**src/design/cscan_pkg.sv**
```systemverilog
package cscan_pkg;

  // fixed field widths
  localparam int TRACK_W = 16;
  localparam int TOTAL_W = 22;
  localparam int COUNT_W = 17;
  localparam int CFG_DATA_W = 17;
  localparam int CFG_IDX_W = 1;

  localparam int DEF_MAX_REQUESTS = 32;

  // configuration register indexes
  localparam logic [CFG_IDX_W-1:0] CFG_HEAD  = 1'b0;
  localparam logic [CFG_IDX_W-1:0] CFG_COUNT = 1'b1;

  // reset value of the track count register
  localparam logic [COUNT_W-1:0] COUNT_RESET = 17'h10000;

  typedef struct packed {
    logic [TRACK_W-1:0] request_track;
    logic               last_request;
  } in_word_t;

  typedef struct packed {
    logic [TRACK_W-1:0] visited_track;
    logic [TRACK_W-1:0] step_distance;
    logic [TOTAL_W-1:0] total_distance;
    logic               last_result;
  } out_word_t;

  // control that travels with a track read during the walk
  typedef struct packed {
    logic valid;
    logic first;
    logic last;
  } walk_ctl_t;

  typedef enum logic [2:0] {
    S_IDLE,
    S_INS_START,
    S_INS_CMP,
    S_SRCH_START,
    S_SRCH_CMP,
    S_EMIT,
    S_DRAIN
  } seq_state_t;

  typedef enum logic [1:0] {
    PH_REQ,
    PH_ZERO,
    PH_HEAD,
    PH_END
  } ins_phase_t;

endpackage

```
**src/design/cscan_ram.sv**
```systemverilog
module cscan_ram #(
  parameter int WIDTH = 16,
  parameter int DEPTH = 35
) (
  input  logic                     clk,
  input  logic                     we,
  input  logic [$clog2(DEPTH)-1:0] waddr,
  input  logic [WIDTH-1:0]         wdata,
  input  logic [$clog2(DEPTH)-1:0] raddr,
  output logic [WIDTH-1:0]         rdata
);

  logic [WIDTH-1:0] mem [DEPTH];
  logic [WIDTH-1:0] rdata_r;

  always_ff @(posedge clk) begin
    if (we) begin
      mem[waddr] <= wdata;
    end
    rdata_r <= mem[raddr];
  end

  assign rdata = rdata_r;

endmodule

```
**src/design/cscan_dist.sv**
```systemverilog
module cscan_dist import cscan_pkg::*; (
  input  logic               clk,
  input  logic               rst_n,
  input  walk_ctl_t          ctl,
  input  logic [TRACK_W-1:0] cur,
  output logic               out_strobe,
  output out_word_t          out_data
);

  logic [TRACK_W-1:0] prev_r;
  logic [TOTAL_W-1:0] total_r;
  logic               strobe_r;
  out_word_t          data_r;

  logic [TRACK_W-1:0] diff;
  logic [TRACK_W-1:0] step_len;
  logic [TOTAL_W-1:0] total_nxt;

  always_comb begin
    diff      = (cur >= prev_r) ? (cur - prev_r) : (prev_r - cur);
    step_len  = ctl.first ? '0 : diff;
    total_nxt = (ctl.first ? '0 : total_r) + TOTAL_W'(step_len);
  end

  always_ff @(posedge clk) begin
    if (!rst_n) begin
      strobe_r <= 1'b0;
    end else begin
      strobe_r <= ctl.valid;
    end
    if (ctl.valid) begin
      prev_r  <= cur;
      total_r <= total_nxt;
      data_r  <= '{visited_track: cur, step_distance: step_len,
                   total_distance: total_nxt, last_result: ctl.last};
    end
  end

  assign out_strobe = strobe_r;
  assign out_data   = data_r;

endmodule

```
**src/design/cscan_disk_request_order.sv**
```systemverilog
// a request that is not last keeps busy high while the larger stored tracks are shifted up
// to make room; the last request adds three more sorted insertions (0, head, end), a search
// for the head and the walk
// throughput: one item at a time, set by the single ram port pair and the shared compare;
// results leave one word per cycle during the walk; reset: synchronous active-low rst_n
// clears control, count and config; the store is not cleared
module cscan_disk_request_order import cscan_pkg::*; #(
  parameter int MAX_REQUESTS = DEF_MAX_REQUESTS
) (
  input  logic                  clk,
  input  logic                  rst_n,
  // command side
  input  logic                  start,
  output logic                  busy,
  input  in_word_t              in_data,
  // result side
  output logic                  out_strobe,
  output out_word_t             out_data,
  // configuration writes
  input  logic                  cfg_we,
  input  logic [CFG_IDX_W-1:0]  cfg_index,
  input  logic [CFG_DATA_W-1:0] cfg_data
);

  // store holds the requests plus track 0, the head and the end track
  localparam int DEPTH = MAX_REQUESTS + 3;
  localparam int AW    = $clog2(DEPTH);
  localparam int CW    = $clog2(DEPTH + 1);

  // config registers
  logic [TRACK_W-1:0] head_r;
  logic [COUNT_W-1:0] count_r;

  // sequencer state
  seq_state_t         state_r, state_nxt;
  ins_phase_t         phase_r, phase_nxt;
  logic               last_r, last_nxt;
  logic [TRACK_W-1:0] val_r, val_nxt;     // value being inserted
  logic [AW-1:0]      ptr_r, ptr_nxt;     // hole that moves down during insertion
  logic [AW-1:0]      idx_r, idx_nxt;     // walk / search address
  logic [AW-1:0]      k_r, k_nxt;         // words issued in the walk
  logic [CW-1:0]      used_r, used_nxt;   // list length
  walk_ctl_t          rd_ctl_r, rd_ctl_nxt;

  // ram port
  logic               ram_we;
  logic [AW-1:0]      ram_waddr;
  logic [TRACK_W-1:0] ram_wdata;
  logic [AW-1:0]      ram_raddr;
  logic [TRACK_W-1:0] ram_rdata;

  // derived track limits
  logic [TRACK_W-1:0] end_trk;
  logic [TRACK_W-1:0] head_trk;
  logic [TRACK_W-1:0] req_trk;
  logic [TRACK_W-1:0] cur_trk;

  // shared comparator
  logic [TRACK_W-1:0] cmp_a, cmp_b;
  logic               cmp_gt;

  // insertion bookkeeping
  logic               ins_done;
  logic               ins_begin;
  logic [TRACK_W-1:0] ins_val;
  ins_phase_t         ins_phase;
  logic [CW-1:0]      last_pos;

  always_ff @(posedge clk) begin
    if (!rst_n) begin
      head_r  <= '0;
      count_r <= COUNT_RESET;
    end else if (cfg_we) begin
      case (cfg_index)
        CFG_HEAD:  head_r  <= cfg_data[TRACK_W-1:0];
        CFG_COUNT: count_r <= cfg_data[COUNT_W-1:0];
        default:   ;
      endcase
    end
  end

  // end track: zero count acts as one track, counts past the range saturate
  always_comb begin
    if (count_r == '0) begin
      end_trk = '0;
    end else if (count_r[COUNT_W-1]) begin
      end_trk = '1;
    end else begin
      end_trk = count_r[TRACK_W-1:0] - TRACK_W'(1);
    end
    head_trk = (head_r > end_trk) ? end_trk : head_r;
    req_trk  = (in_data.request_track > end_trk) ? end_trk : in_data.request_track;
    // stored tracks are clamped again on the way out
    cur_trk  = (ram_rdata > end_trk) ? end_trk : ram_rdata;
  end

  // one compare serves both the insertion shift and the head search
  always_comb begin
    if (state_r == S_SRCH_CMP) begin
      cmp_a = head_trk;
      cmp_b = ram_rdata;
    end else begin
      cmp_a = ram_rdata;
      cmp_b = val_r;
    end
    cmp_gt = cmp_a > cmp_b;
  end

  assign last_pos = used_r - CW'(1);

  always_comb begin
    state_nxt  = state_r;
    phase_nxt  = phase_r;
    last_nxt   = last_r;
    val_nxt    = val_r;
    ptr_nxt    = ptr_r;
    idx_nxt    = idx_r;
    k_nxt      = k_r;
    used_nxt   = used_r;
    rd_ctl_nxt = '0;
    ram_we     = 1'b0;
    ram_waddr  = ptr_r;
    ram_wdata  = val_r;
    ram_raddr  = ptr_r - AW'(1);
    ins_done   = 1'b0;
    ins_begin  = 1'b0;
    ins_val    = '0;
    ins_phase  = PH_REQ;

    case (state_r)
      S_IDLE: begin
        if (start) begin
          last_nxt = in_data.last_request;
          if (used_r < CW'(MAX_REQUESTS)) begin
            ins_begin = 1'b1;
            ins_val   = req_trk;
            ins_phase = PH_REQ;
          end else if (in_data.last_request) begin
            // store full: request dropped, batch still goes out
            ins_begin = 1'b1;
            ins_val   = '0;
            ins_phase = PH_ZERO;
          end
        end
      end
      S_INS_START: begin
        if (ptr_r == '0) begin
          ram_we    = 1'b1;
          ram_waddr = '0;
          ins_done  = 1'b1;
        end else begin
          ram_raddr = ptr_r - AW'(1);
          state_nxt = S_INS_CMP;
        end
      end
      S_INS_CMP: begin
        ram_we = 1'b1;
        if (cmp_gt) begin
          // shift the larger entry up into the hole
          ram_wdata = ram_rdata;
          ptr_nxt   = ptr_r - AW'(1);
          ram_raddr = ptr_r - AW'(2);
          if (ptr_r == AW'(1)) begin
            state_nxt = S_INS_START;
          end
        end else begin
          ins_done = 1'b1;
        end
      end
      S_SRCH_START: begin
        ram_raddr = '0;
        idx_nxt   = '0;
        state_nxt = S_SRCH_CMP;
      end
      S_SRCH_CMP: begin
        if (!cmp_gt) begin
          // first entry not below the head is the head itself
          k_nxt     = '0;
          state_nxt = S_EMIT;
        end else begin
          idx_nxt   = idx_r + AW'(1);
          ram_raddr = idx_r + AW'(1);
        end
      end
      S_EMIT: begin
        ram_raddr        = idx_r;
        rd_ctl_nxt.valid = 1'b1;
        rd_ctl_nxt.first = (k_r == '0);
        rd_ctl_nxt.last  = (CW'(k_r) == last_pos);
        idx_nxt          = (CW'(idx_r) == last_pos) ? '0 : idx_r + AW'(1);
        k_nxt            = k_r + AW'(1);
        if (CW'(k_r) == last_pos) begin
          used_nxt  = '0;
          state_nxt = S_DRAIN;
        end
      end
      S_DRAIN: begin
        state_nxt = S_IDLE;
      end
      default: begin
        state_nxt = S_IDLE;
      end
    endcase

    if (ins_done) begin
      case (phase_r)
        PH_REQ: begin
          if (last_r) begin
            ins_begin = 1'b1;
            ins_val   = '0;
            ins_phase = PH_ZERO;
          end else begin
            state_nxt = S_IDLE;
          end
        end
        PH_ZERO: begin
          ins_begin = 1'b1;
          ins_val   = head_trk;
          ins_phase = PH_HEAD;
        end
        PH_HEAD: begin
          ins_begin = 1'b1;
          ins_val   = end_trk;
          ins_phase = PH_END;
        end
        PH_END: begin
          state_nxt = S_SRCH_START;
        end
        default: begin
          state_nxt = S_IDLE;
        end
      endcase
    end

    // new insertion opens a hole at the top of the list
    if (ins_begin) begin
      state_nxt = S_INS_START;
      phase_nxt = ins_phase;
      val_nxt   = ins_val;
      ptr_nxt   = used_r[AW-1:0];
      used_nxt  = used_r + CW'(1);
    end
  end

  always_ff @(posedge clk) begin
    if (!rst_n) begin
      state_r  <= S_IDLE;
      phase_r  <= PH_REQ;
      last_r   <= 1'b0;
      used_r   <= '0;
      rd_ctl_r <= '0;
    end else begin
      state_r  <= state_nxt;
      phase_r  <= phase_nxt;
      last_r   <= last_nxt;
      used_r   <= used_nxt;
      rd_ctl_r <= rd_ctl_nxt;
    end
    val_r <= val_nxt;
    ptr_r <= ptr_nxt;
    idx_r <= idx_nxt;
    k_r   <= k_nxt;
  end

  assign busy = (state_r != S_IDLE);

  cscan_ram #(
    .WIDTH (TRACK_W),
    .DEPTH (DEPTH)
  ) u_store (
    .clk   (clk),
    .we    (ram_we),
    .waddr (ram_waddr),
    .wdata (ram_wdata),
    .raddr (ram_raddr),
    .rdata (ram_rdata)
  );

  // distance and running total, registered into the output word
  cscan_dist u_dist (
    .clk        (clk),
    .rst_n      (rst_n),
    .ctl        (rd_ctl_r),
    .cur        (cur_trk),
    .out_strobe (out_strobe),
    .out_data   (out_data)
  );

  // list never grows past the store
  a_used_bound: assert property (@(posedge clk) disable iff (!rst_n)
    used_r <= CW'(DEPTH))
    else $error("list length beyond store depth");

  // shift step never runs with the hole at the bottom
  a_ptr_nonzero: assert property (@(posedge clk) disable iff (!rst_n)
    state_r == S_INS_CMP |-> ptr_r != '0)
    else $error("insertion compare with empty prefix");

  // no walk read is in flight once idle
  a_idle_quiet: assert property (@(posedge clk) disable iff (!rst_n)
    state_r == S_IDLE |-> !rd_ctl_r.valid)
    else $error("walk read pending while idle");

  // each walk read gives exactly one result word
  a_read_to_word: assert property (@(posedge clk) disable iff (!rst_n)
    rd_ctl_r.valid |=> out_strobe)
    else $error("walk read without result word");

  // batch end empties the list
  a_batch_clear: assert property (@(posedge clk) disable iff (!rst_n)
    state_r == S_DRAIN |-> used_r == '0)
    else $error("list not cleared after walk");

endmodule
```
**config.mk**
```make
export PLATFORM = sky130hd
export DESIGN_NAME = cscan_disk_request_order
export DESIGN_NICKNAME = d
export VERILOG_FILES = /design/src/design/cscan_pkg.sv /design/src/design/cscan_ram.sv /design/src/design/cscan_dist.sv /design/src/design/cscan_disk_request_order.sv
export SDC_FILE = /design/constraint.sdc
export NUM_CORES = 1
export LEC_CHECK = 0
export BUFFER_PORTS_ARGS = -buffer_cell sky130_fd_sc_hd__buf_2
export CAP_MARGIN = 20
export CORE_UTILIZATION = 35
export DETAILED_ROUTE_END_ITERATION = 6
export GPL_ROUTABILITY_DRIVEN = 0
export PLACE_DENSITY_LB_ADDON = 0.1
export SLEW_MARGIN = 20
export SYNTH_ARGS = -nofsm -noshare
export SYNTH_HDL_FRONTEND = slang
export SYNTH_SLANG_ARGS = --single-unit
```
**constraint.sdc**
```tcl
create_clock -name clk -period 12.3 [get_ports clk]
set_input_delay 2.46 -clock clk [delete_from_list [all_inputs] [get_ports clk]]
set_output_delay 2.46 -clock clk [all_outputs]
set_load 0.02 [all_outputs]
```
==> results.sh <==
export IMPL_min_period_ns=10.84
export IMPL_root_buffer="clkbuf_16"
export IMPL_clockBufferDepth=3
export IMPL_fin_setup_tns_ns=0
export IMPL_final_hold_violation_count=0
export IMPL_slew_viol_final=0
export IMPL_cts_resized=0
export IMPL_critPathMaxFanout=49
export IMPL_tritoncts="done"
export IMPL_portBuffers=95
export IMPL_synthFlopType="edfxtp_1"
export IMPL_seqPwrFrac_pct=34.6
export IMPL_netSwitchingFraction_pct=37.4
export IMPL_synth_area_leader_cell="edfxtp_1"
export IMPL_path_clk_slew_ns=0.06
export IMPL_critPathCaptureType="register"
export IMPL_period_share_pct=88.1
export IMPL_antennaDiodeCount=0
export IMPL_yosysMostFrequentCell="edfxtp_1"
export IMPL_drive_above_1_share_pct=12.4
export IMPL_slowest_stage="a221oi_1"
export IMPL_clkPwrFrac_pct=27.3
export IMPL_hold_buffers=0
export IMPL_met1_usage_pct=28.0
export IMPL_num_io_pins=96
export IMPL_synth_fp_nets=2845
export IMPL_areaGrowthSynthToFinish_pct=13.6
export IMPL_antenna_found_initial=1
export IMPL_core_mm2=0.0970
export IMPL_min_path_type="register to register"
export IMPL_cp_slowest_stage_delay_ns=1.03
export IMPL_synthDistinctLibCells=77
export IMPL_grt_pass1_vias=22096
export IMPL_grt_busiest_layer="met2"
export IMPL_clock_skew_ns=0.0267
export IMPL_synth_common_cells="649 x edfxtp_1, 325 x mux2i_1, 286 x nand2_1"
export IMPL_fin_nets=2949
export IMPL_yosysWarnings=0
export IMPL_wl_per_cell_um=25.0
export IMPL_rows=114
export IMPL_ant_nets=0
export IMPL_drv_cap=0
export IMPL_grt_use_met3_pct=2.63
export IMPL_worstMarginPinSlew_ns=1.19
export IMPL_grt_max_degree=64
export IMPL_cts_buffers=83
export IMPL_leakage_nw=14.5
export IMPL_crit_type="register to register"
export IMPL_final_util_pct=40.2
export IMPL_grt_setup_unrepaired="false"
export IMPL_hpwl_um=67500
export IMPL_vdd_drop_max_mv=0.139
export IMPL_synthesis_area_mm2=0.0343
export IMPL_grt_use_total_pct=20.7
export IMPL_crit_path_frequent_cell="a21o_1"
export IMPL_ys_seq_elements=714
export IMPL_synthArstFlopShare_pct=0
export IMPL_drc_errors=15
export IMPL_grtUsageMet2_pct=34.6
export IMPL_crit_path_start_kind="register"
export IMPL_die_area_mm2=0.0994
export IMPL_clock_fmax_ghz=0.0922
export IMPL_synth_top_area_share_pct=56.8
export IMPL_clock_latency_ns=0.64
export IMPL_die_h_um=315
export IMPL_n_fill_cell=9215
export IMPL_violations="DRC"
export IMPL_die_w_um=315
export IMPL_first_pass_iters=7
export IMPL_powerDensity_mw_per_mm2=225
export IMPL_via_count=22544
export IMPL_status="complete, but fails checks"
export IMPL_start_util_pct=35.4
export IMPL_power_switching_w=0.00328
export IMPL_synth_edf_count=649
export IMPL_cp_required_ns=12.71
export IMPL_cts_sinks=714
export IMPL_post_cts_repair_setup_buffers=0
export IMPL_drtIter0Drc=2016
export IMPL_avgViaCountPerCell=5.47
export IMPL_synth_cells=2677
export IMPL_seq_area_frac_synth_pct=60.5
export IMPL_htreeDepth=3
export IMPL_regArea_mm2=0.0208
export IMPL_setup_viol=0
export IMPL_combPwrFrac_pct=38.1
export IMPL_syn_area_per_cell_um2=12.8
export IMPL_cp_arrival_ns=11.25
export IMPL_grt_overflow=0
export IMPL_p_int_w=0.00551
export IMPL_routed_wl_um=103000
export IMPL_synth_area_leaders="edfxtp_1 57%, mux2i_1 9.5%, ha_1 4.6%"
export IMPL_multi_input_area_mm2=0.0127
export IMPL_grt_pass1_wl_um=151000
export IMPL_slew_headroom_pct=20.3
-- registers in the layout, summed over array words and instances, names as in the netlist, 6 cells and up --
name and count:
val_r 16, k_r 6, ptr_r 6, u_dist.prev_r 16, u_dist.out_data 17, head_r 16
u_store.rdata 16, count_r 17, u_store.mem 560, idx_r 6, used_r 6, u_dist.total_r 22
-- layout by cell type (no fill, tap or decap), types with 17 or more instances in the layout --
cell type / netlist / layout
nor2b_1: 39 / 38
a221oi_1: 52 / 51
mux2_2: 43 / 43
a21boi_0: 42 / 42
a211oi_1: 20 / 20
clkbuf_16: 0 / 84
nand4_1: 32 / 32
xor2_1: 27 / 27
edfxtp_1: 649 / 649
dfxtp_1: 65 / 63
xnor2_1: 44 / 44
o221ai_1: 21 / 21
clkbuf_1: 95 / 17
a311oi_1: 33 / 33
nor2_1: 161 / 152
a31oi_1: 40 / 38
ha_1: 126 / 126
nand3_1: 51 / 51
a21o_1: 39 / 39
o21a_1: 25 / 25
nand2_1: 286 / 286
nor3_1: 18 / 18
buf_2: 21 / 96
buf_4: 6 / 62
o21ai_0: 63 / 62
inv_1: 77 / 77
clkinv_1: 2 / 21
mux2i_1: 325 / 325
a21oi_1: 104 / 104
-- final cells by class --
cell class | instances | area share [%]
Inverter | 79 | 0.760
Sequential cell | 714 | 53.3
Tap cell | 1276 | 4.09
Timing Repair Buffer | 161 | 2.60
Clock inverter | 44 | 1.00
Clock buffer | 106 | 5.73
Multi-Input combinational cell | 1742 | 32.5
-- critical path: cells and delay by family (launching register included) --
family | cells | cell delay, ns
simple gates | 8 | 2.79
fa+ha+maj | 2 | 0.61
flops | 1 | 0.36
buf+inv | 3 | 1.18
mux | 2 | 0.37
compound gates | 14 | 5.20
-- metrics by stage --
stage	hold WS, ns	cell area, um^2	setup WS, ns	cells	total power [W]
6_report	0.411	39000	1.46	4122	0.00879
3_3_place_gp	0.391	36300	1.79	3970	0.00642
3_5_place_dp	0.401	36400	1.70	3971	0.00643
2_1_floorplan	0.386	34300	3.60	2677	0.00534
5_1_grt	0.431	39000	0.882	4122	0.00923
4_1_cts	0.415	39000	1.62	4121	0.00886
-- power by group through the flow --
| stage | Sequential (W) | Clock, W | Combinational, W |
|---|---|---|---|
| after floorplan | 0.00299 | 0 | 0.00235 |
| after global placement | 0.00309 | 0 | 0.00333 |
| after detailed placement | 0.00309 | 0 | 0.00335 |
| after CTS | 0.00304 | 0.00245 | 0.00337 |
| after global routing | 0.00304 | 0.00254 | 0.00364 |
| final | 0.00304 | 0.00240 | 0.00335 |
-- worst paths after layout --
check             slack [ns]                 end         from  cells past startpoint
setup / recovery        1.46   u_store.rdata[12]   count_r[9]                     29
hold / removal          0.41  u_dist.out_data[0]  rd_ctl_r[0]                      0
setup reg to reg        1.46   u_store.rdata[12]   count_r[9]                     29
hold reg to reg         0.41  u_dist.out_data[0]  rd_ctl_r[0]                      0
-- metal layers --
layer	share of wire (%)	vias up
li1	-	10354
met1	45	11392
met2	48	651
met3	4.7	147
met4	2.6	0
met5	0	-
-- cell families (layout without fill, tap and decap cells) --
group	Yosys count	after routing	share of synthesized area, %
DFF	714	714	60.5
muxes	370	370	10.9
xor gates and xnor gates	71	71	1.81
buffers and inverters	221	390	2.83
and+or+nand+nor	658	658	8.65
AOI/OAI and AO/OA	514	514	10.4
adders and majority gates	129	129	4.77
Note: power is estimated with default switching activity, not from simulation.
